**src/rtl/trsc_pkg.sv**
```systemverilog
// ----------------------------------------------------------------------------
// trsc_pkg: shared types and constants of the three-rotor substitution cipher
// Field widths, operation and rotor codes, ASCII letter bounds and the
// structs that pass between the cipher modules.
// ----------------------------------------------------------------------------
package trsc_pkg;

  // Field widths
  localparam int LETTER_W     = 5;
  localparam int ROTOR_SEL_W  = 2;
  localparam int CHAR_W       = 8;
  localparam int ROTOR_COUNT  = 3;
  localparam int MOD_LUT_SIZE = 1 << LETTER_W;

  // Operation codes
  localparam logic OP_LOAD   = 1'b0;
  localparam logic OP_CIPHER = 1'b1;

  // Rotor select codes
  localparam logic [ROTOR_SEL_W-1:0] ROTOR_FIRST  = 2'd0;
  localparam logic [ROTOR_SEL_W-1:0] ROTOR_SECOND = 2'd1;
  localparam logic [ROTOR_SEL_W-1:0] ROTOR_THIRD  = 2'd2;

  // ASCII letter bounds
  localparam logic [CHAR_W-1:0] LOWER_FIRST = 8'd97;
  localparam logic [CHAR_W-1:0] LOWER_LAST  = 8'd122;
  localparam logic [CHAR_W-1:0] UPPER_FIRST = 8'd65;
  localparam logic [CHAR_W-1:0] UPPER_LAST  = 8'd90;

  // One request as held in the input register
  typedef struct packed {
    logic                   op;
    logic [ROTOR_SEL_W-1:0] rotor_select;
    logic [LETTER_W-1:0]    entry_index;
    logic [LETTER_W-1:0]    entry_value;
    logic [CHAR_W-1:0]      char_in;
  } trsc_item_t;

  // Table write port of the rotor bank
  typedef struct packed {
    logic                   en;
    logic [ROTOR_SEL_W-1:0] rotor;
    logic [LETTER_W-1:0]    index;
    logic [LETTER_W-1:0]    value;
  } trsc_load_t;

  // Current turn offsets of the three rotors
  typedef struct packed {
    logic [LETTER_W-1:0] first;
    logic [LETTER_W-1:0] second;
    logic [LETTER_W-1:0] third;
  } trsc_offsets_t;

endpackage

```
**src/rtl/trsc_rotor_bank.sv**
```systemverilog
// ----------------------------------------------------------------------------
// trsc_rotor_bank: rotor tables and lookup chain
// Holds the three rotor tables, takes table writes and passes a letter index
// through the three rotors at their current offsets.
// ----------------------------------------------------------------------------
module trsc_rotor_bank import trsc_pkg::*; #(
  parameter int ALPHABET_SIZE = 26
) (
  input  logic                clk,
  input  trsc_load_t          load,
  input  trsc_offsets_t       offsets,
  input  logic [LETTER_W-1:0] letter_index,
  output logic [LETTER_W-1:0] cipher_index
);

  localparam int IW = $clog2(ALPHABET_SIZE);
  localparam logic [LETTER_W:0] SIZE_EXT = (LETTER_W+1)'(ALPHABET_SIZE);

  logic [LETTER_W-1:0] rotor1_mem [ALPHABET_SIZE];
  logic [LETTER_W-1:0] rotor2_mem [ALPHABET_SIZE];
  logic [LETTER_W-1:0] rotor3_mem [ALPHABET_SIZE];

  // Reduction of any 5-bit value modulo the alphabet size
  logic [LETTER_W-1:0] mod_lut [MOD_LUT_SIZE];

  logic [LETTER_W-1:0] pos1;
  logic [LETTER_W-1:0] pos2;
  logic [LETTER_W-1:0] pos3;
  logic [LETTER_W-1:0] val1;
  logic [LETTER_W-1:0] val2;
  logic [LETTER_W-1:0] val3;
  logic                load_in_range;

  for (genvar k = 0; k < MOD_LUT_SIZE; k++) begin : g_mod_lut
    assign mod_lut[k] = LETTER_W'(k % ALPHABET_SIZE);
  end

  // Add two values below the alphabet size, wrapping once
  function automatic logic [LETTER_W-1:0] wrap_add(
    input logic [LETTER_W-1:0] x,
    input logic [LETTER_W-1:0] y
  );
    logic [LETTER_W:0] sum;
    sum = {1'b0, x} + {1'b0, y};
    if (sum >= SIZE_EXT) begin
      sum = sum - SIZE_EXT;
    end
    return sum[LETTER_W-1:0];
  endfunction

  // Drop writes past the end of a table
  assign load_in_range = load.en && ({1'b0, load.index} < SIZE_EXT);

  // Write one table entry
  always_ff @(posedge clk) begin
    if (load_in_range) begin
      case (load.rotor)
        ROTOR_FIRST:  rotor1_mem[load.index[IW-1:0]] <= load.value;
        ROTOR_SECOND: rotor2_mem[load.index[IW-1:0]] <= load.value;
        ROTOR_THIRD:  rotor3_mem[load.index[IW-1:0]] <= load.value;
        default: begin
        end
      endcase
    end
  end

  // Pass the letter through the three rotors
  always_comb begin
    pos1         = wrap_add(mod_lut[letter_index], offsets.first);
    val1         = rotor1_mem[pos1[IW-1:0]];
    pos2         = wrap_add(mod_lut[val1], offsets.second);
    val2         = rotor2_mem[pos2[IW-1:0]];
    pos3         = wrap_add(mod_lut[val2], offsets.third);
    val3         = rotor3_mem[pos3[IW-1:0]];
    cipher_index = mod_lut[val3];
  end

endmodule

```
**config.mk**
```make
export PLATFORM = sky130hd
export DESIGN_NAME = trsc_rotor_bank
export DESIGN_NICKNAME = d
export VERILOG_FILES = /design/src/rtl/trsc_pkg.sv /design/src/rtl/trsc_rotor_bank.sv
export SDC_FILE = /design/constraint.sdc
export NUM_CORES = 1
export LEC_CHECK = 0
export BUFFER_PORTS_ARGS = -buffer_cell sky130_fd_sc_hd__buf_2
export CORE_AREA = 5 5 194 196
export CTS_CLUSTER_DIAMETER = 100
export DETAILED_ROUTE_END_ITERATION = 10
export DIE_AREA = 0 0 199 201
export GPL_TIMING_DRIVEN = 0
export PLACE_DENSITY = 0.76
export SLEW_MARGIN = 0
export SYNTH_ARGS = -nofsm -noshare
export SYNTH_HDL_FRONTEND = slang
export SYNTH_SLANG_ARGS = --single-unit
```
**constraint.sdc**
```tcl
create_clock -name clk -period 23.4 [get_ports clk]
set_clock_uncertainty 0.05 [all_clocks]
set_input_delay 3.51 -clock clk [delete_from_list [all_inputs] [get_ports clk]]
set_output_delay 3.51 -clock clk [all_outputs]
set_load 0.01 [all_outputs]
```
== After elaboration in Yosys (flattened, before gate mapping) ==
Memories as Yosys holds them, arrays and structs flattened.
Cells that the tools add are included.

* Add/subtract/negate cells: 6
* Multipliers: 0
* Shift operators: 0
* Magnitude comparators: 8
* Div/mod/pow operators: 0
* Equality and inequality tests: 2
* Bitwise logic cells: 4
* Mux-type cells: 20
* Reductions and logical operators: 2

{| class="wikitable"
|+ Operators with widths
! cell !! number
|-
| 5-bit two-way mux || 11
|-
| 6-bit >= comparator (second input constant) || 4
|-
| 5-bit inverter with 6-bit output || 4
|-
| 5-bit by 5-bit adder with 6-bit output || 3
|-
| 6-bit by 5-bit >= comparator with 1-bit output (second input constant) || 3
|-
| 5-bit subtractor (second input constant) || 3
|-
| 1-bit two-way mux || 9
|-
| 5-bit < comparator (second input constant) || 1
|-
| 2-bit by 1-bit equality test with 1-bit output (second input constant) || 1
|-
| 2-bit equality test (second input constant) || 1
|-
| 2-bit zero test || 1
|-
| 1-bit logical AND || 1
|}

* RAM bits: 390
* Output and inout bits: 5
* Memories: 7
* Bits in registers: 0
* Bits in read-only memories: 640
* Bits in latches: 0

{| class="wikitable"
|+ Memory list
! memory !! depth !! bits a word !! read ports !! clocked after memory_dff !! wr ports !! RTL line !! RTL
|-
| (no name shown) || 32 || 5 || 1 || 0 || 0 || trsc_rotor_bank.sv:75 || <nowiki>cipher_index = mod_lut[val3];</nowiki>
|-
| (no name shown) || 32 || 5 || 1 || 0 || 0 || trsc_rotor_bank.sv:73 || <nowiki>pos3 = wrap_add(mod_lut[val2], offsets.third);</nowiki>
|-
| (no name shown) || 32 || 5 || 1 || 0 || 0 || trsc_rotor_bank.sv:71 || <nowiki>pos2 = wrap_add(mod_lut[val1], offsets.second);</nowiki>
|-
| (no name shown) || 32 || 5 || 1 || 0 || 0 || trsc_rotor_bank.sv:69 || <nowiki>pos1 = wrap_add(mod_lut[letter_index], offsets.first);</nowiki>
|-
| rotor1_mem || 26 || 5 || 1 || 0 || 1 || trsc_rotor_bank.sv:19 || <nowiki>logic [LETTER_W-1:0] rotor1_mem [ALPHABET_SIZE];</nowiki>
|-
| rotor2_mem || 26 || 5 || 1 || 0 || 1 || trsc_rotor_bank.sv:20 || <nowiki>logic [LETTER_W-1:0] rotor2_mem [ALPHABET_SIZE];</nowiki>
|-
| 1 more memories || -- || -- || -- || -- || -- || -- ||
|}

== Logic depth before layout (Yosys ltp) ==
Gate-level depths: netlist of run 1.
An unclocked memory read counts as a cell.

* Depth after elaboration: 28
* Depth in mapped cells: 52
* Gate-level depth less buffers: 45

== Worst setup path after synthesis of run 1 ==
OpenSTA, ideal clock, no wires.

* Path kind: input to output
* Start point: input port letter_index[1]
* End point: output port cipher_index[1]
* Arrival: 13.320 ns
* Stages on the path: 40
* Required time: 19.840 ns
* Path slack: 6.520 ns
* Path buffers: 4
* Cell sequence: or2_2 a21boi_0 ha_1 o21ai_0 a21oi_1 or3_1 o211ai_1 and2_1 buf_4 buf_4 mux4_2 o2111a_1 or4_1 nand2_1 mux2_2 fa_1 xnor2_2 inv_4 [... 4 more ...] buf_8 mux4_2 a21oi_1 o211ai_2 and2b_1 mux2i_1 fa_1 buf_2 a221oi_1 maj3_1 or2_2 nor3_2 or2_1 mux4_2 a22o_1 or4_1 nand2_1 mux2_1

* Longest elaborated chain between the ends: 28
* Elaborated cells between the ends (all ways): 31
* Classes of those cells: add/sub: 6; order compare: 3; mux: 11; bitwise: 4; memory: 7

{| class="wikitable"
|+ Ends and longest elaborated chain
! element !! RTL line !! RTL
|-
| start: declaration || trsc_rotor_bank.sv:12 || <nowiki>input logic [LETTER_W-1:0] letter_index,</nowiki>
|-
| 5-bit inverter with 6-bit output (not written as such) * || trsc_rotor_bank.sv:69 ||
|-
| memory read 32 x 5 bit * || -- ||
|-
| 5-bit two-way mux (not written as such) * (2 in series) || trsc_rotor_bank.sv:69 ||
|-
| 5-bit by 5-bit adder with 6-bit output * || trsc_rotor_bank.sv:44 || <nowiki>sum = {1'b0, x} + {1'b0, y};</nowiki>
|-
| 5-bit subtractor or 6-bit by 5-bit >= comparator with 1-bit output (tied branches) || trsc_rotor_bank.sv:46, trsc_rotor_bank.sv:45 ||
|-
| 5-bit two-way mux * || trsc_rotor_bank.sv:45 || <nowiki>if (sum >= SIZE_EXT) begin</nowiki>
|-
| memory read 26 x 5 bit * || -- ||
|-
| 5-bit inverter with 6-bit output (not written as such) * || trsc_rotor_bank.sv:71 ||
|-
| [... 9 more ...] || -- ||
|-
| 5-bit two-way mux (not written as such) * (2 in series) || trsc_rotor_bank.sv:73 ||
|-
| 5-bit by 5-bit adder with 6-bit output * || trsc_rotor_bank.sv:44 ||
|-
| 5-bit subtractor or 6-bit by 5-bit >= comparator with 1-bit output (tied branches) || trsc_rotor_bank.sv:46, trsc_rotor_bank.sv:45 ||
|-
| 5-bit two-way mux * || trsc_rotor_bank.sv:45 ||
|-
| memory read 26 x 5 bit * || -- ||
|-
| 5-bit inverter with 6-bit output (not written as such) * || trsc_rotor_bank.sv:75 ||
|-
| memory read 32 x 5 bit * || -- ||
|-
| 5-bit two-way mux (not written as such) * (2 in series) || trsc_rotor_bank.sv:75 ||
|-
| end: declaration || trsc_rotor_bank.sv:13 || <nowiki>output logic [LETTER_W-1:0] cipher_index</nowiki>
|}

Mark *: on every way between the ends. The rest lies on a longest branch, timed or not. The select of a mux whose other input is x is not followed.

== Worst setup path in the final report of run 1 ==
* Start point: input port letter_index[4]
* End point: output port cipher_index[1]

The elaborated chain is that of the path after synthesis.

==> results of run 1 <==
-- synthesized netlist by cell type (6+ instances only) --
library cell	number	area share, %
and2_1	7	0.25
nor2_1	112	2.4
clkbuf_1	25	0.53
nand3_1	22	0.63
nand2b_1	7	0.25
o22a_1	7	0.35
mux4_2	42	5.4
inv_1	18	0.38
nand2_1	116	2.5
buf_2	6	0.17
or3_1	7	0.25
o211ai_1	10	0.43
a22oi_1	11	0.47
mux2i_1	86	4.9
nand4_1	7	0.25
and3_1	12	0.43
o21ai_0	21	0.60
ha_1	21	1.5
a21oi_1	19	0.54
nor3_1	23	0.65
nor2b_1	12	0.43
mux2_2	21	1.3
edfxtp_1	390	66
o22ai_1	15	0.53
a211oi_1	12	0.51
a21boi_0	7	0.30
o21a_1	6	0.26
buf_4	7	0.30
a31oi_1	9	0.32
-- per-layer routing --
metal,vias to the layer above,track usage [%]
met5,-,0
met4,0,4.89
met3,92,2.99
met2,615,33.4
met1,5428,29.2
li1,4806,-
-- flip-flops by register name (all words and copies together), names as in the netlist --
signal / cells
rotor1_mem: 130
rotor2_mem: 130
rotor3_mem: 130
-- final cells by class --
type	instances	area (sq um)	share of cell area, %
Buffer	48	255	1.30
Clock buffer	46	1040	5.32
Clock inverter	17	210	1.07
Inverter	19	73.8	0.376
Multi-Input combinational cell	728	5580	28.4
Sequential cell	390	11700	59.6
Tap cell	468	586	2.98
Timing Repair Buffer	38	200	1.02
-- cell usage in the layout, fill, tap and decap left out, types with 6 or more instances in the layout --
cell type	netlist	layout
and3_1	12	12
a21oi_1	19	19
a22oi_1	11	11
clkbuf_16	0	41
inv_1	18	18
nand2_1	116	116
o21ai_0	21	21
buf_2	6	40
o22a_1	7	7
a21boi_0	7	7
nand3_1	22	22
o211ai_1	10	10
o22ai_1	15	15
buf_4	7	11
o21a_1	6	6
clkinv_1	0	6
mux2i_1	86	86
mux4_2	42	42
and2_1	7	7
mux2_2	21	21
a31oi_1	9	9
clkbuf_1	25	30
nand2b_1	7	7
nand4_1	7	7
or3_1	7	7
ha_1	21	21
a211oi_1	12	12
nor3_1	23	23
edfxtp_1	390	390
nor2b_1	12	12
nor2_1	112	112
-- kinds of logic (layout without fill, tap and decap cells) --
kind of cell | Yosys count | count (layout) | synth area share, %
flip-flops | 390 | 390 | 66.5
AND/OR/NAND/NOR | 360 | 360 | 9.62
AO/OA/AOI/OAI | 183 | 183 | 7.80
multiplexers | 151 | 151 | 11.7
buffers and inverters | 67 | 168 | 1.87
adder cells (fa/ha/maj) | 25 | 25 | 1.89
XOR/XNOR | 9 | 9 | 0.597
-- path summary, 6_finish.rpt --
path	startpoint	to	cells after the start
max	letter_index[4]	cipher_index[1]	45
min	load[4]	rotor3_mem[10][4]$_DFFE_PP_	1
-- stage by stage --
stage	instance area (sq um)	utilization (%)	setup slack (ns)	cells	hold slack (ns)
6_report	19700	54.7	3.95	1754	3.57
5_1_grt	19700	54.7	3.13	1754	3.59
4_1_cts	19600	54.7	3.97	1754	3.65
3_5_place_dp	18400	51.2	4.00	1691	4.18
3_3_place_gp	18400	51.2	4.23	1691	4.15
2_1_floorplan	17600	-	6.52	1185	3.56
==> flow_metrics.env, run 1 <==
export IMPL_post_route_period_util_pct=83.1
export IMPL_fmax_mhz=51.4
export IMPL_synth_edf_count=390
export IMPL_cts_hold_buffers=0
export IMPL_rsz0062_at_grt="no"
export IMPL_critical_path_slowest_cell="nor4b_1"
export IMPL_synth_distinct_cells=90
export IMPL_grt_pass1_vias=10700
export IMPL_drc=0
export IMPL_grt_antenna_before_repair=3
export IMPL_cts_tree="built"
export IMPL_dieHeight_um=201
export IMPL_drt_total_wl_um=41400
export IMPL_syn_inst=1185
export IMPL_fin_tns_setup_ns=0
export IMPL_fill_cells=2781
export IMPL_clkSlewWorstSetupHoldPaths_ns=0.06
export IMPL_route_met2_wl_um=20200
export IMPL_slew_violations=0
export IMPL_critPathKind="input port to primary output"
export IMPL_setup_viol=0
export IMPL_post_cts_resized=0
export IMPL_ys_seq_area_share_pct=66.5
export IMPL_syn_to_final_growth_pct=11.6
export IMPL_maxCapViolations=0
export IMPL_hp_class="input port to flip-flop"
export IMPL_min_period_ns=19.45
export IMPL_avgSynthCellArea_sq_um=14.9
export IMPL_cts_sinks=390
export IMPL_drt_initial_drc_count=1335
export IMPL_viasPerCell=6.24
export IMPL_grt_start_max_net_pins=79
export IMPL_wl_met3_um=3620
export IMPL_postRouteAntennaNets=0
export IMPL_path_delay_family="compound AO/OA/AOI/OAI gates"
export IMPL_syn_cell_area_sq_mm=0.0176
export IMPL_relSlewSlack_pct=12.3
export IMPL_ys_ff_latch=390
export IMPL_drive_gt1_share_pct=15.3
export IMPL_cts_buffer_depth=3
export IMPL_critPathMaxFanout=10
export IMPL_io_buffers=38
export IMPL_ys_warn_count=0
export IMPL_numCtsBuffers=40
export IMPL_dr_pass1_iters=8
export IMPL_final_nets=1323
export IMPL_wl_per_cell_um=23.6
export IMPL_worst_pin_slew_ns=1.30
export IMPL_rows=70
export IMPL_hold_viol_final=0
export IMPL_io_pin_count=39
export IMPL_arrival_ns=15.89
export IMPL_path_buf_inv=8
export IMPL_clockRootBuffer="clkbuf_16"
export IMPL_place_gp_congestion=0.907
export IMPL_grt_pass1_wl_um=63200
export IMPL_synthesis_nets=1243
export IMPL_synth_ff_type="edfxtp_1"
export IMPL_end_kind="primary output"
export IMPL_drt_met1_wl_um=16500
export IMPL_dp_hpwl_um=27900
export IMPL_fp_dieW_um=199
export IMPL_postCtsSetupBuffers=0
export IMPL_slowest_delay_ns=1.19
export IMPL_cp_required_ns=19.84
export IMPL_route_top_layer_used="met4"
export IMPL_cts_htree_levels=2
export IMPL_num_antenna_cells=0
export IMPL_grt_usage_pct=20.4
export IMPL_start_util_pct=49.1
export IMPL_outcome="finished, final reports clean"
export IMPL_die_area_sq_mm=0.0400
export IMPL_ys_async_sr_fraction_pct=0
export IMPL_num_vias=10900
export IMPL_coreArea_sq_mm=0.0359
export IMPL_gr_total_overflow=0
export IMPL_setup_worst_path_start_class="input port"
Power of run 1 is left out: the tool's default activity adds up to more than one toggle a clock period on the data nets, which glitch-free logic cannot reach.
==> run 2: changes to the inputs <==
Settings changed: PLACE_DENSITY 0.76 to 0.79.
Clock period 23.4 ns to 16.16 ns, I/O delays scaled along.
==> flow_metrics.env, run 2 (synthesized netlist as in run 1, its figures left out) <==
export IMPL_grt_antenna_before_repair=0
export IMPL_use_met2_pct=35.0
export IMPL_grt_pass1_vias=11000
export IMPL_critical_path_slowest_cell="fa_1"
export IMPL_cts_buffer_depth=3
export IMPL_cp_required_ns=13.69
export IMPL_top_usage_layer="met2"
export IMPL_grt_usage_pct=21.2
export IMPL_worst_setup_path_startpoint="letter_index[1]"
export IMPL_num_vias=11200
export IMPL_end_kind="primary output"
export IMPL_grt_start_max_net_pins=79
export IMPL_drt_initial_drc_count=1365
export IMPL_viasPerCell=6.31
export IMPL_gr_total_overflow=0
export IMPL_place_gp_congestion=0.883
export IMPL_outcome="finished, final reports clean"
export IMPL_syn_to_final_growth_pct=13.5
export IMPL_final_area_sq_mm=0.0200
export IMPL_final_nets=1337
export IMPL_clockRootBuffer="clkbuf_16"
export IMPL_drc=0
export IMPL_layout_commonest_cell="edfxtp_1"
export IMPL_setup_viol=0
export IMPL_drive_gt1_share_pct=20.1
export IMPL_relSlewSlack_pct=17.9
export IMPL_final_cell_mix="edfxtp_1, nand2_1, nor2_1, mux2i_1, mux4_2"
export IMPL_drt_total_wl_um=42800
export IMPL_critPathKind="input port to primary output"
export IMPL_fp_dieW_um=199
export IMPL_final_util_pct=55.7
export IMPL_crit_top_cell="buf_6"
export IMPL_coreArea_sq_mm=0.0359
export IMPL_cts_hold_buffers=0
export IMPL_dp_hpwl_um=27700
export IMPL_whs_path_depth=1
export IMPL_io_buffers=38
export IMPL_start_util_pct=49.1
export IMPL_cts_tree="built"
export IMPL_grt_pass1_wl_um=65700
export IMPL_wl_per_cell_um=24.1
export IMPL_slew_violations=0
export IMPL_io_pin_count=39
export IMPL_dr_pass1_iters=5
export IMPL_postRouteAntennaNets=0
export IMPL_hp_class="input port to flip-flop"
export IMPL_gr_usage_met3_pct=3.91
export IMPL_die_area_sq_mm=0.0400
export IMPL_post_route_period_util_pct=97.4
export IMPL_rows=70
export IMPL_arrival_ns=13.27
export IMPL_global_route_usage_met1_pct=29.3
export IMPL_numCtsBuffers=40
export IMPL_fmax_mhz=63.5
export IMPL_cts_sinks=390
export IMPL_worst_pin_slew_ns=1.23
export IMPL_min_period_ns=15.74
export IMPL_critPathMaxFanout=10
export IMPL_dieHeight_um=201
export IMPL_setup_worst_path_start_class="input port"
export IMPL_slowest_delay_ns=0.56
export IMPL_hold_viol_final=0
export IMPL_maxCapViolations=0
export IMPL_dpl_instance_area_sq_mm=0.0184
export IMPL_cts_htree_levels=2
export IMPL_fill_cells=2741
export IMPL_clkSlewWorstSetupHoldPaths_ns=0.06
export IMPL_min_delay_start="load[3]"
export IMPL_num_antenna_cells=0
export IMPL_hold_end="rotor2_mem[18][3]$_DFFE_PP_"
-- run 2: cell types whose count changed in the layout (fill, tap and decap cells not counted), sizes merged --
cell and change:
clkinv +10, bufinv -5, buf +15, clkinvlp +2, clkbuf -5, inv +2
-- run 2: layout make-up --
class	instances	area, sq um	area share, %
buffer	46	290	1.45
clock buffer	42	1030	5.15
multi-input combinational	728	5860	29.3
sequential	390	11700	58.6
tap	468	586	2.93
inverter	19	73.8	0.369
timing repair buffer	54	320	1.60
clock inverter	26	134	0.669
-- run 2: through the flow --
step,setup slack (ns),setup TNS (ns),hold WS [ns],instances
after floorplan,1.45,0,2.47,1185
after global placement,-0.702,-2.92,3.09,1691
after detailed placement,-1.02,-4.50,3.10,1691
after CTS,0.000454,0,2.55,1766
after global routing,-0.120,-0.231,2.52,1773
final,0.419,0,2.50,1773
-- run 2: worst max path at each step --
stage                            to  slack, ns  cells after the start
finish              cipher_index[1]       0.42                     46
global route        cipher_index[1]      -0.12                     47
CTS                 cipher_index[1]     0.0005                     48
detailed placement  cipher_index[1]      -1.02                     48
global placement    cipher_index[1]      -0.70                     47
floorplan           cipher_index[1]       1.45                     40
-- run 2: what timing repair did --
item | in CTS | in global routing
gates resized for setup | 27 | 47
endpoints found under the hold margin | 0 | 0
pin swaps | 9 | 10
setup endpoints to repair | 5 | 5
setup buffers | 8 | 8
-- run 2: worst max-delay path, delay by kind of cell --
kind / cells / cell delay (ns)
simple gates: 13 / 2.88
compound gates: 12 / 2.24
mux: 6 / 1.87
fa+ha+maj: 4 / 1.81
buf+inv: 10 / 1.74
xor+xnor: 1 / 0.26
-- run 2: layer usage --
layer,share of wire (%),vias to the layer above
met5,0,-
met4,2.6,0
li1,-,4839
met3,9.7,103
met2,49,671
met1,38,5581
Power of run 2 is left out for the same reason.
