### src/rtl/trsc_pkg.sv
// ----------------------------------------------------------------------------
// trsc_pkg: shared types and constants of the three-rotor substitution cipher
// Field widths, operation and rotor codes, ASCII letter bounds and the
// structs that pass between the cipher modules.
// ----------------------------------------------------------------------------
package trsc_pkg;

  // Field widths
  localparam int LETTER_W     = 5;
  localparam int ROTOR_SEL_W  = 2;
  localparam int CHAR_W       = 8;
  localparam int ROTOR_COUNT  = 3;
  localparam int MOD_LUT_SIZE = 1 << LETTER_W;

  // Operation codes
  localparam logic OP_LOAD   = 1'b0;
  localparam logic OP_CIPHER = 1'b1;

  // Rotor select codes
  localparam logic [ROTOR_SEL_W-1:0] ROTOR_FIRST  = 2'd0;
  localparam logic [ROTOR_SEL_W-1:0] ROTOR_SECOND = 2'd1;
  localparam logic [ROTOR_SEL_W-1:0] ROTOR_THIRD  = 2'd2;

  // ASCII letter bounds
  localparam logic [CHAR_W-1:0] LOWER_FIRST = 8'd97;
  localparam logic [CHAR_W-1:0] LOWER_LAST  = 8'd122;
  localparam logic [CHAR_W-1:0] UPPER_FIRST = 8'd65;
  localparam logic [CHAR_W-1:0] UPPER_LAST  = 8'd90;

  // One request as held in the input register
  typedef struct packed {
    logic                   op;
    logic [ROTOR_SEL_W-1:0] rotor_select;
    logic [LETTER_W-1:0]    entry_index;
    logic [LETTER_W-1:0]    entry_value;
    logic [CHAR_W-1:0]      char_in;
  } trsc_item_t;

  // Table write port of the rotor bank
  typedef struct packed {
    logic                   en;
    logic [ROTOR_SEL_W-1:0] rotor;
    logic [LETTER_W-1:0]    index;
    logic [LETTER_W-1:0]    value;
  } trsc_load_t;

  // Current turn offsets of the three rotors
  typedef struct packed {
    logic [LETTER_W-1:0] first;
    logic [LETTER_W-1:0] second;
    logic [LETTER_W-1:0] third;
  } trsc_offsets_t;

endpackage

### src/rtl/trsc_stepper.sv
// ----------------------------------------------------------------------------
// trsc_stepper: rotor offset counters
// Advances the first rotor once per character and carries a full turn into
// the next rotor, like an odometer.
// ----------------------------------------------------------------------------
module trsc_stepper import trsc_pkg::*; #(
  parameter int ALPHABET_SIZE = 26
) (
  input  logic          clk,
  input  logic          rst,
  input  logic          step,
  output trsc_offsets_t offsets
);

  localparam logic [LETTER_W-1:0] LAST_POS = LETTER_W'(ALPHABET_SIZE - 1);

  trsc_offsets_t offsets_next;
  logic          first_wrap;
  logic          second_wrap;

  // Compute the stepped offsets
  always_comb begin
    offsets_next = offsets;
    first_wrap   = (offsets.first == LAST_POS);
    second_wrap  = (offsets.second == LAST_POS);
    if (step) begin
      offsets_next.first = first_wrap ? '0 : offsets.first + LETTER_W'(1);
      if (first_wrap) begin
        offsets_next.second = second_wrap ? '0 : offsets.second + LETTER_W'(1);
        if (second_wrap) begin
          offsets_next.third = (offsets.third == LAST_POS) ? '0
                               : offsets.third + LETTER_W'(1);
        end
      end
    end
  end

  // Hold the offsets
  always_ff @(posedge clk) begin
    if (rst) begin
      offsets <= '0;
    end else begin
      offsets <= offsets_next;
    end
  end

endmodule

### config.mk
export PLATFORM = sky130hd
export DESIGN_NAME = trsc_stepper
export DESIGN_NICKNAME = d
export VERILOG_FILES = /design/src/rtl/trsc_pkg.sv /design/src/rtl/trsc_stepper.sv
export SDC_FILE = /design/constraint.sdc
export NUM_CORES = 1
export LEC_CHECK = 0
export ABC_CLOCK_PERIOD_IN_PS = 2700
export BUFFER_PORTS_ARGS = -buffer_cell sky130_fd_sc_hd__buf_4
export CAP_MARGIN = 20
export CORE_AREA = 2 2 42 44
export DETAILED_ROUTE_END_ITERATION = 10
export DIE_AREA = 0 0 44 46
export PLACE_DENSITY = 0.77
export SYNTH_ARGS = -nofsm -noshare
export SYNTH_HDL_FRONTEND = slang
export SYNTH_SLANG_ARGS = --single-unit
### constraint.sdc
create_clock -name clk -period 2.7 [get_ports clk]
set_input_delay 0.405 -clock clk [delete_from_list [all_inputs] [get_ports clk]]
set_output_delay 0.405 -clock clk [all_outputs]
set_load 0.02 [all_outputs]
-- Yosys cells after proc, flatten, opt, wreduce, memory -nomap -nowiden
Index checks and enable logic that the tools add are counted.
- register bits: 15
- latch bits: 0
- RAM bits: 0
- memory bits (read-only): 0
- input bits: 3
- output and inout port bits: 15
- logic and storage cells: 14
- memories: 0
- add/sub/neg operators: 3
- $mul: 0
- divide/modulo/power cells: 0
- magnitude comparators: 0
- equality and inequality tests: 3
- shift-type cells: 0
- muxes and demuxes: 3
- bitwise gates (word level): 0
- reduce and logical (&&, ||, !) cells: 2
- operators by type and width (kind ; count):
    5-bit by 1-bit adder with 5-bit output (second input constant) ; 3
    5-bit equality test (second input constant) ; 3
    5-bit 2-to-1 mux ; 3
    3-bit AND reduction ; 1
    2-bit AND reduction ; 1

-- Logic depth before layout (Yosys ltp)
Gate-level depths: netlist of run 1.
- depth in word-level cells: 2
- depth in mapped cells: 7
- gate-level depth less buffers: 6

-- Worst setup path after synthesis of run 1
Ideal clock, no wire load.
- kind: reg-to-reg
- start point: reg offsets[5] (netlist name)
- end point: reg offsets[2] (netlist name)
- data arrival time: 1.685 ns
- required time: 2.629 ns
- setup slack: 0.945 ns
- cell stages (with the launch flop): 6
- buffers on the path: 0
- period minus slack after synthesis: 1.755 ns
- path through: dfxtp_1 -> ha_1 -> and4b_1 -> nand3_4 -> or4_1 -> a21oi_1
- word-level cells in the longest chain between the ends: 2
- RTL lines (item ; line ; source):
    from (decl) ; trsc_stepper.sv:12 ; output trsc_offsets_t offsets
    from (signal assigned) ; trsc_stepper.sv:43 ; offsets <= offsets_next;
    5-bit equality test ; trsc_stepper.sv:25 ; second_wrap = (offsets.second == LAST_POS);
    3-bit AND reduction (no line) ; - ;
No other way between the ends.
A chain may end at the register's enable or synchronous reset.

-- Final worst setup path of run 1
Same ends and word-level chain as after synthesis.

==> results of run 1 <==
-- through the flow --
stage / hold slack, ns / instances
finish: 0.369 / 118
global route: 0.401 / 118
CTS: 0.366 / 118
detailed placement: 0.504 / 114
global placement: 0.490 / 114
floorplan: 0.477 / 82
-- cells in the mapped netlist, types with 2 or more instances --
cell and number:
a211oi_1 2, a21oi_1 9, a31oi_1 2, a41oi_1 2
and4b_1 2, dfxtp_1 15, ha_1 6, inv_1 5
nand2_1 6, nand3_1 4, nand4_1 2, nor3_1 4
o21ai_0 3, or3_1 2, or3_2 4, xor2_1 3
-- where the power goes --
part / internal (mW) / switching, mW
registers: 0.224 / 0.00483
clock network: 0.0573 / 0.0708
logic: 0.0106 / 0.0136
-- final cells by class --
type	instances	area (um^2)	area share, %
Multi-Input combinational cell	60	427	46.3
Sequential cell	15	300	32.6
Timing Repair Buffer	17	128	13.9
Inverter	5	18.8	2.04
Tap cell	17	21.3	2.31
Clock buffer	4	26.3	2.85
-- how the worst min path moves through the flow --
stage / start / end / slack, ns
6_report: step / offsets[11] / 0.37
5_1_grt: step / offsets[11] / 0.40
4_1_cts: step / offsets[11] / 0.37
3_5_place_dp: offsets[9] / offsets[9] / 0.50
3_3_place_gp: offsets[4] / offsets[4] / 0.49
2_1_floorplan: rst / offsets[7] / 0.48
-- logic make-up (layout without fill, tap and decap cells) --
kind of cell | count (synthesis) | after routing | share of synthesized area, %
AO/OA/AOI/OAI | 20 | 20 | 16.3
XOR/XNOR | 4 | 4 | 4.64
adder cells (fa/ha/maj) | 6 | 6 | 9.95
buffers and inverters | 7 | 26 | 3.65
flip-flops | 15 | 15 | 39.8
AND/OR/NAND/NOR | 30 | 30 | 25.7
-- layer usage --
metal	track usage (%)	up-vias
li1	-	342
met1	23.1	326
met2	27.4	16
met3	2.38	2
met4	9.09	0
met5	0	-
==> results by group, run 1 <==
Detailed routing
  • Met3 wire len: 75 um
  • Avg Vias per Cell: 5.81
  • Total routed wirelength: 1520 um
  • Post-Route M1 WL: 718 um
  • Uppermost layer routed: met4
  • DR WL met2: 714 um
  • Via count: 686
  • Starting DRT DRC Count: 21
  • Final antenna-violating net count: 0
  • Routed wire per std cell: 12.9 um
  • Drt first pass iters: 4
  • DRC Markers: 0

STA
  • Setup violators final: 0
  • Pins Over Slew Limit: 0
  • RSZ-0062 raised after global routing: no
  • Clk_skew: 0.00478 ns
  • Final Hold Fails: 0
  • Min cycle time layout: 1.78 ns
  • Max Freq: 0.562 GHz
  • Setup WS post-layout: 0.920 ns
  • Relative slew slack: 80.0%
  • Final Cycle Share: 65.9%
  • Setup TNS: 0 ns
  • Slew @ Worst Pin: 0.292 ns

Synthesis
  • Mapped Area: 754 um^2
  • Yosys reg bits: 15
  • Async SR Flop Fraction: 0%
  • Mapped Cells: 82
  • Synth Flop Type: dfxtp_1
  • Yosys warnings: 0
  • Yosys cell types: 27
  • Register area share after synthesis: 39.8%
  • Synth Net Count: 91
  • Main area contributors after synthesis: dfxtp_1 (40%), ha_1 (10%), a21oi_1 (6.0%)
  • Mapped Avg Cell Area: 9.20 um^2
  • EDFF count, synth: 0
  • Yosys top cell area share: 39.8%
  • Synth area leader: dfxtp_1

Place
  • Cell Area, Placed: 895 um^2
  • Place WS: 0.944 ns
  • Placer Congestion: 0.764
  • I/O Buffers: 17

Die
  • IO Pins: 18
  • Core Box Area: 1610 um^2
  • Std cell rows: 15
  • Die X: 44 um
  • Initial Util: 46.7%
  • Die Height: 46 um
  • Die area: 2020 um^2

Critical path
  • Critical Path Slowest Stage Cell: or4_1
  • Reg2reg end: offsets[2]
  • Crit. End Element: register
  • CP Buf/Inv Count: 0
  • R2R Setup Slk: 0.92 ns
  • R2r worst-path depth: 5
  • Crit Path Class: register to register
  • Worst Setup Start Kind: register
  • Critical Path AT: 2.00 ns
  • Worst Path Required: 2.92 ns
  • Crit-path max cell delay: 0.48 ns
  • Cell depth of the worst setup path: 5
  • CP Cell Sequence: ha_1, and4b_1, nand3_4, or4_1, a21oi_1
  • CP startpoint: offsets[5]
  • Worst r2r src: offsets[5]
  • End point of the critical path: offsets[2]
  • Worst-path maximum fanout: 10
  • Top delay family on crit path: simple AND/OR/NAND/NOR gates

Min path
  • Worst Hold Class: input port to register
  • Hold depth: 2

Clocking
  • CTS Buf Count: 3
  • Max H-tree Level: 1
  • CTS tree: yes
  • Post-CTS Resized: 0
  • Clock Latency Late Sink: 0.28 ns
  • Maximum clock insertion buffer count: 2
  • Cts hold-fix bufs: 0
  • Clock slew at reported path FFs: 0.09 ns
  • Setup Buffers After CTS: 0
  • Clk root buf: clkbuf_4
  • Clk sinks: 15

GRT
  • Initial antenna violation count: 0
  • Largest net degree at the start of global routing: 16
  • Vias in the first global route: 583
  • GR Util All Layers: 17.4%
  • First-pass GRT wire length: 2590 um
  • Grt ovf: 0

Final layout
  • Antenna cells: 0
  • Commonest non-fill, non-tap cell in the layout: buf_4
  • Nets: 111
  • Highest-count cells in the layout ignoring fill and taps: buf_4 (17), dfxtp_1 (15), a21oi_1 (9)
  • Post-route cell area: 921 um^2
  • P&R area growth vs syn: 22.1%
  • Share of cells above drive strength 1: 26.7%
  • Max reg flops: 15
  • Fill count: 157
  • Largest regs: offsets: 15 flops
  • Post-layout util: 57.1%
  • Most flops, register: offsets

Flow run
  • Max-cap violations: 0

Pwr
  • Tot Pwr: 382 uW
  • Leak Pwr: 0.346 nW
  • Pwr Density: 414 nW/um^2
  • Maximum VDD drop: 264 uV

Status
  • Run status: completed
No activity file was read; power rests on OpenSTA's default activity.
==> run 2, diff against run 1 <==
--- a/config.mk
+++ b/config.mk
@@ -5,12 +5,13 @@
 export SDC_FILE = /design/constraint.sdc
 export NUM_CORES = 1
 export LEC_CHECK = 0
-export ABC_CLOCK_PERIOD_IN_PS = 2700
+export ABC_AREA = 1
+export ABC_CLOCK_PERIOD_IN_PS = 1800
 export BUFFER_PORTS_ARGS = -buffer_cell sky130_fd_sc_hd__buf_4
 export CAP_MARGIN = 20
-export CORE_AREA = 2 2 42 44
+export CORE_AREA = 2 2 44 46
 export DETAILED_ROUTE_END_ITERATION = 10
-export DIE_AREA = 0 0 44 46
+export DIE_AREA = 0 0 46 48
 export PLACE_DENSITY = 0.77
 export SYNTH_ARGS = -nofsm -noshare
 export SYNTH_HDL_FRONTEND = slang
==> constraint.sdc (replaced) <==
create_clock -name clk -period 1.8 [get_ports clk]
set_input_delay 0.27 -clock clk [delete_from_list [all_inputs] [get_ports clk]]
set_output_delay 0.27 -clock clk [all_outputs]
set_load 0.02 [all_outputs]
==> run 2 against run 1 <==
  * Clock skew grew 0.0015 ns
  * Hold slack lost 0.19 ns
  * Global-route usage increased by 2.5 points
  * Largest power group unchanged
  * Non-clock buffer count grew 1
  * Die area rose by 9.1%
  * Sequential share of layout area decreased by 2.9 points
==> results by group, run 2 <==
Status
  • Run status: completed

Synthesis
  • Main area contributors after synthesis: dfxtp_1 (36%), nand2_1 (14%), nand3_1 (9.6%)
  • Mapped Cells: 125 (+52%)
  • Mapped Avg Cell Area: 6.71 um^2 (-27%)
  • Synth Net Count: 134 (+47%)
  • EDFF count, synth: 0 (unchanged)
  • Yosys reg bits: 15 (unchanged)
  • Yosys top cell area share: 35.8% (-4.0 points)
  • Register area share after synthesis: 35.8% (-4.0 points)
  • Async SR Flop Fraction: 0% (unchanged)
  • Yosys cell types: 19 (-30%)
  • Synth area leader: dfxtp_1
  • Synth top cells by count: nand2_1 (32), inv_1 (19), nand3_1 (16)
  • Yosys warnings: 0 (unchanged)
  • Cell with the most instances after synthesis: nand2_1
  • Synth Flop Type: dfxtp_1
  • Mapped Area: 838 um^2 (+11%)

Critical path
  • Reg2reg end: offsets[2]
  • CP Buf/Inv Count: 2 (+2)
  • CP Cell Sequence: inv_1, ha_1, nand2_1, nor2_2, nand2_1, nand2_1, nand2_1, nand2_1, inv_1
  • Worst-path maximum fanout: 6 (-4)
  • End point of the critical path: offsets[2]
  • Crit-path max cell delay: 0.34 ns (-0.14 ns)
  • Worst r2r src: offsets[6]
  • R2R Setup Slk: 0.36 ns (-0.56 ns)
  • Worst Setup Start Kind: register
  • CP dominant cell by count: nand2_1
  • Crit. End Element: register
  • R2r worst-path depth: 9 (+4)
  • Critical Path AT: 1.62 ns (-0.38 ns)
  • Cell depth of the worst setup path: 9 (+4)
  • Critical Path Slowest Stage Cell: dfxtp_1
  • Crit Path Class: register to register
  • Worst Path Required: 1.98 ns (-0.94 ns)
  • Top delay family on crit path: simple AND/OR/NAND/NOR gates
  • CP startpoint: offsets[6]

STA
  • Clk_skew: 0.00632 ns (+0.00154 ns)
  • Final Hold Fails: 0 (unchanged)
  • Setup TNS: 0 ns (unchanged)
  • Setup WS post-layout: 0.360 ns (-0.559 ns)
  • Relative slew slack: 82.0% (+2.0 points)
  • Pins Over Slew Limit: 0 (unchanged)
  • Setup violators final: 0 (unchanged)
  • Min cycle time layout: 1.44 ns (-0.341 ns)
  • RSZ-0062 raised after global routing: no
  • Final Cycle Share: 80.0% (+14 points)
  • Max Freq: 0.695 GHz (+24%)
  • Slew @ Worst Pin: 0.268 ns (-0.0246 ns)

Clocking
  • Clk sinks: 15 (unchanged)
  • Post-CTS Resized: 0 (unchanged)
  • CTS tree: yes
  • Cts hold-fix bufs: 0 (unchanged)
  • CTS Buf Count: 3 (unchanged)
  • Setup Buffers After CTS: 0 (unchanged)
  • Clk root buf: clkbuf_4
  • Max H-tree Level: 1 (unchanged)
  • Maximum clock insertion buffer count: 2 (unchanged)
  • Clock slew at reported path FFs: 0.09 ns (about the same)
  • Clock Latency Late Sink: 0.28 ns (about the same)

Detailed routing
  • Drt first pass iters: 4 (unchanged)
  • Starting DRT DRC Count: 9 (-57%)
  • Final antenna-violating net count: 0 (unchanged)
  • Routed wire per std cell: 10.9 um (-16%)
  • Via count: 831 (+21%)
  • Avg Vias per Cell: 5.10 (-12%)
  • Total routed wirelength: 1780 um (+17%)
  • DRC Markers: 0 (unchanged)

Place
  • Cell Area, Placed: 983 um^2 (+9.9%)
  • Placer Congestion: 0.875 (+15%)
  • I/O Buffers: 17 (unchanged)
  • Place WS: 0.390 ns (-0.554 ns)
  • # placed instances: 159 (+39%)
  • Detailed Place HPWL: 1410 um

Pwr
  • Leak Pwr: 0.481 nW (+39%)
  • Tot Pwr: 573 uW (+50%)
  • Maximum VDD drop: 386 uV (+46%)
  • Pwr Density: 567 nW/um^2 (+37%)

GRT
  • Initial antenna violation count: 0 (unchanged)
  • Vias in the first global route: 779 (+34%)
  • GR Util All Layers: 19.9% (+2.5 points)
  • Largest net degree at the start of global routing: 10 (-6)
  • Grt ovf: 0 (unchanged)
  • First-pass GRT wire length: 3150 um (+22%)

Final layout
  • Largest regs: offsets: 15 flops
  • Most flops, register: offsets
  • Fill count: 175 (+11%)
  • Share of cells above drive strength 1: 17.1% (-9.6 points)
  • Commonest non-fill, non-tap cell in the layout: nand2_1
  • Max reg flops: 15 (unchanged)
  • Fin cells: 163 (+38%)
  • Post-route cell area: 1010 um^2 (+9.6%)
  • Nets: 156 (+41%)
  • Highest-count cells in the layout ignoring fill and taps: nand2_1 (32), inv_1 (19), buf_4 (18)
  • Antenna cells: 0 (unchanged)
  • Register Area: 300 um^2 (unchanged)
  • P&R area growth vs syn: 20.4%
  • Area of the multi-input gates: 452 um^2 (+5.9%)

Die
  • Die area: 2210 um^2 (+9.1%)
  • Die X: 46 um (+4.5%)
  • IO Pins: 18 (unchanged)
  • Core Box Area: 1690 um^2 (+4.7%)
  • Initial Util: 49.6% (+2.9 points)
  • Std cell rows: 15 (unchanged)
  • Die Height: 48 um (+4.3%)

Flow run
  • Max-cap violations: 0 (unchanged)

Min path
  • Worst Hold Class: input port to register
run 2: cells by family (layout without fill, tap and decap cells):
kind of cell	after synthesis	in the layout	share of synthesized area (%)
AOI/OAI and AO/OA	8	8	4.92
xor gates and xnor gates	1	1	1.04
adders and majority gates	6	6	8.95
buffers and inverters	21	42	10.3
DFF	15	15	35.8
and+or+nand+nor	74	74	39.0
run 2: worst min-delay path by stage:
stage	from	endpoint	slack, ns	cells after the start
after floorplan	rst	offsets[7]	0.34	1
after global placement	rst	offsets[7]	0.46	2
after detailed placement	rst	offsets[7]	0.46	2
after CTS	rst	offsets[7]	0.17	2
after global routing	rst	offsets[7]	0.16	2
final	rst	offsets[7]	0.17	2
run 2: area by class of cell:
type                            count  area share, %
Multi-Input combinational cell     89           44.7
Sequential cell                    15           29.7
Timing Repair Buffer               18           13.4
Inverter                           20           7.43
Clock buffer                        4           2.60
Tap cell                           17           2.11
run 2: report_power, final:
| part | total (mW) | internal (mW) | switching [mW] |
|---|---|---|---|
| logic | 0.0408 | 0.0163 | 0.0245 |
| clock network | 0.190 | 0.0857 | 0.104 |
| registers | 0.342 | 0.336 | 0.00608 |
run 2: layer usage:
metal | global-route usage, % | share of wire (%) | up-vias
li1 | - | - | 438
met1 | 22.9 | 43 | 365
met2 | 34.7 | 50 | 22
met3 | 4.53 | 3.9 | 6
met4 | 9.71 | 2.5 | 0
met5 | 0 | 0 | -
run 2: worst register-to-register path, delay by kind of cell (launching register included):
family	cells	cell delay, ns
and+or+nand+nor	6	0.71
DFF	1	0.34
adders and majority gates	1	0.17
buffers and inverters	2	0.14
run 2: stage by stage:
step / utilization (%) / hold WS [ns]
CTS: 59.8 / 0.170
floorplan: - / 0.339
detailed placement: 58.2 / 0.459
global route: 59.8 / 0.159
global placement: 58.2 / 0.461
finish: 59.8 / 0.174
==> run 3, diff against run 2 <==
--- a/config.mk
+++ b/config.mk
@@ -6,13 +6,13 @@
 export NUM_CORES = 1
 export LEC_CHECK = 0
 export ABC_AREA = 1
-export ABC_CLOCK_PERIOD_IN_PS = 1800
+export ABC_CLOCK_PERIOD_IN_PS = 1200
 export BUFFER_PORTS_ARGS = -buffer_cell sky130_fd_sc_hd__buf_4
 export CAP_MARGIN = 20
-export CORE_AREA = 2 2 44 46
+export CORE_AREA = 2 2 46 48
 export DETAILED_ROUTE_END_ITERATION = 10
-export DIE_AREA = 0 0 46 48
-export PLACE_DENSITY = 0.77
+export DIE_AREA = 0 0 48 50
+export PLACE_DENSITY = 0.74
 export SYNTH_ARGS = -nofsm -noshare
 export SYNTH_HDL_FRONTEND = slang
 export SYNTH_SLANG_ARGS = --single-unit
==> constraint.sdc (replaced) <==
create_clock -name clk -period 1.2 [get_ports clk]
set_input_delay 0.18 -clock clk [delete_from_list [all_inputs] [get_ports clk]]
set_output_delay 0.18 -clock clk [all_outputs]
set_load 0.02 [all_outputs]
==> run 3 against run 2 <==
  * The flow now finishes with violations (negative setup slack)
  * Setup slack got worse by 0.39 ns
  * Maximum frequency increased by 17%
  * Critical path depth increased by 1
  * First-iteration DRC count increased by 56%
  * Combinational power increased to 2.6 times the previous value
  * Clock-buffer cell count unchanged
  * Non-clock buffer count increased by 16
  * Via count increased by 14%
  * Global-route usage decreased by 1.1 points
  * Largest cell class unchanged
  * Sequential share of layout area decreased by 5.7 points
  * Largest power group unchanged
  * Die area increased by 8.7%
  * Hold slack got worse by 0.10 ns
==> results by group, run 3 (synthesized netlist as in run 2, its figures left out) <==
Status
  • Run status: complete, but fails checks
  • Failing checks: negative setup slack

Final layout
  • Fin cells: 189 (+16%)
  • Share of cells above drive strength 1: 42.6% (+25 points)
  • P&R area growth vs syn: 55.5%
  • Largest regs: offsets: 15 flops
  • Highest-count cells in the layout ignoring fill and taps: buf_4 (29), nand2_1 (27), inv_1 (15)
  • Commonest non-fill, non-tap cell in the layout: buf_4
  • Register Area: 313 um^2 (+4.2%)
  • Nets: 172 (+10%)
  • Area of the multi-input gates: 582 um^2 (+29%)
  • Max reg flops: 15 (unchanged)
  • Antenna cells: 0 (unchanged)
  • Fill count: 153 (-13%)
  • Most flops, register: offsets

STA
  • Pins Over Slew Limit: 0 (unchanged)
  • Clk_skew: 0.00225 ns (-0.00407 ns)
  • Max Freq: 0.811 GHz (+17%)
  • Setup violators final: 5 (+5)
  • Relative slew slack: 81.4% (-0.60 points)
  • Slew @ Worst Pin: 0.276 ns (+0.00897 ns)
  • Final Cycle Share: 103% (+23 points)
  • Setup WS post-layout: -0.0324 ns (-0.393 ns)
  • RSZ-0062 raised after global routing: yes
  • Min cycle time layout: 1.23 ns (-0.207 ns)
  • Final Hold Fails: 0 (unchanged)

Detailed routing
  • Drt first pass iters: 5 (+1)
  • Final antenna-violating net count: 0 (unchanged)
  • Routed wire per std cell: 12.3 um (+13%)
  • Starting DRT DRC Count: 14 (+5)
  • Via count: 950 (+14%)
  • Post-Route M1 WL: 938 um (+22%)
  • Met3 wire len: 82 um (+17%)
  • Total routed wirelength: 2330 um (+31%)
  • DR WL met2: 1260 um (+41%)
  • DRC Markers: 0 (unchanged)
  • Uppermost layer routed: met4
  • Avg Vias per Cell: 5.03 (-1.4%)

Critical path
  • Worst Setup Start Kind: register
  • Critical Path AT: 1.42 ns (-0.20 ns)
  • Worst Path Required: 1.39 ns (-0.59 ns)
  • Top delay family on crit path: simple AND/OR/NAND/NOR gates
  • Crit Path Class: register to register
  • Critical Path Slowest Stage Cell: dfxtp_2
  • CP Buf/Inv Count: 3 (+1)
  • Crit. End Element: register
  • Worst-path maximum fanout: 5 (-1)
  • CP Cell Sequence: inv_2, ha_4, nand3_2, nor2_4, buf_6, nand2_4, nand2_4, nand2_1, nand2_1, inv_1
  • Crit-path max cell delay: 0.33 ns (about the same)

Clocking
  • CTS Buf Count: 3 (unchanged)
  • Clk root buf: clkbuf_4
  • Maximum clock insertion buffer count: 2 (unchanged)
  • Cts hold-fix bufs: 0 (unchanged)
  • CTS tree: yes
  • Clk sinks: 15 (unchanged)
  • Max H-tree Level: 1 (unchanged)
  • Clock slew at reported path FFs: 0.09 ns (about the same)
  • Clock Latency Late Sink: 0.28 ns (about the same)

Pwr
  • Sw frac: 24.7% (+1.2 points)
  • Sequential share of power: 56.3% (-3.4 points)
  • Comb power frac: 11.7% (+4.6 points)
  • P_sw: 224 uW (+66%)
  • Leak Pwr: 0.607 nW (+26%)
  • Maximum VDD drop: 645 uV (+67%)
  • Int Pwr: 680 uW (+55%)
  • Clock network power share: 32.0% (-1.2 points)
  • Pwr Density: 693 nW/um^2 (+22%)

Place
  • Placer Congestion: 0.806 (-7.9%)
  • Detailed Place HPWL: 1480 um (+5.1%)
  • I/O Buffers: 17 (unchanged)
  • # placed instances: 181 (+14%)
  • Place WS: 0.00487 ns (-0.385 ns)

GRT
  • Initial antenna violation count: 0 (unchanged)
  • GR Util All Layers: 18.8% (-1.1 points)
  • First-pass GRT wire length: 3330 um (+5.7%)
  • Grt ovf: 0 (unchanged)
  • Largest net degree at the start of global routing: 9 (-1)
  • Vias in the first global route: 838 (+7.6%)

Die
  • Die area: 2400 um^2 (+8.7%)
  • IO Pins: 18 (unchanged)
  • Die X: 48 um (+4.3%)
  • Std cell rows: 16 (+1)
  • Die Height: 50 um (+4.2%)
  • Core Box Area: 1900 um^2 (+13%)
  • Initial Util: 44.1% (-5.6 points)

Min path
  • Worst Hold Class: input port to register

Flow run
  • Max-cap violations: 0 (unchanged)
-- run 3: layout make-up --
cell class | count | area share, %
sequential | 15 | 24.0
multi-input combinational | 89 | 44.6
clock buffer | 4 | 2.02
tap | 27 | 2.59
timing repair buffer | 34 | 21.0
inverter | 20 | 5.76
-- run 3: final timing paths --
path	startpoint	end	slack (ns)	cells past startpoint
max	offsets[11]	offsets[2]	-0.03	10
min reg2reg	offsets[4]	offsets[4]	0.54	2
max reg2reg	offsets[11]	offsets[2]	-0.03	10
min	rst	offsets[1]	0.07	2
-- run 3: repair_timing --
item	CTS	global route
setup endpoints to repair	2	12
buffers inserted	0	4
gates resized for setup	0	37
pin swaps	0	17
-- run 3: metrics by stage --
step                      area, um^2  power [mW]  hold slack, ns  utilization [%]  TNS (ns)
after floorplan                  857       0.559           0.249                -   -0.0262
after global placement          1100       0.596           0.373             58.1         0
after detailed placement        1100       0.598           0.379             58.1         0
after CTS                       1130       0.886          0.0769             59.5   -0.0283
after global routing            1300       0.947          0.0613             68.6    -0.799
final                           1300       0.904          0.0703             68.6   -0.0736
-- run 3: power groups by stage --
stage                     sequential, mW  combinational [mW]  clock (mW)
after floorplan                    0.531              0.0279           0
after global placement             0.519              0.0770           0
after detailed placement           0.520              0.0784           0
after CTS                          0.508              0.0789       0.299
after global routing               0.509               0.114       0.323
final                              0.509               0.106       0.289
-- run 3: metal layers --
layer  global-route usage [%]  vias to the layer above
met1                     23.7                      443
met2                     29.3                       29
met3                     6.96                        8
met5                        0                        -
met4                     4.95                        0
li1                         -                      470
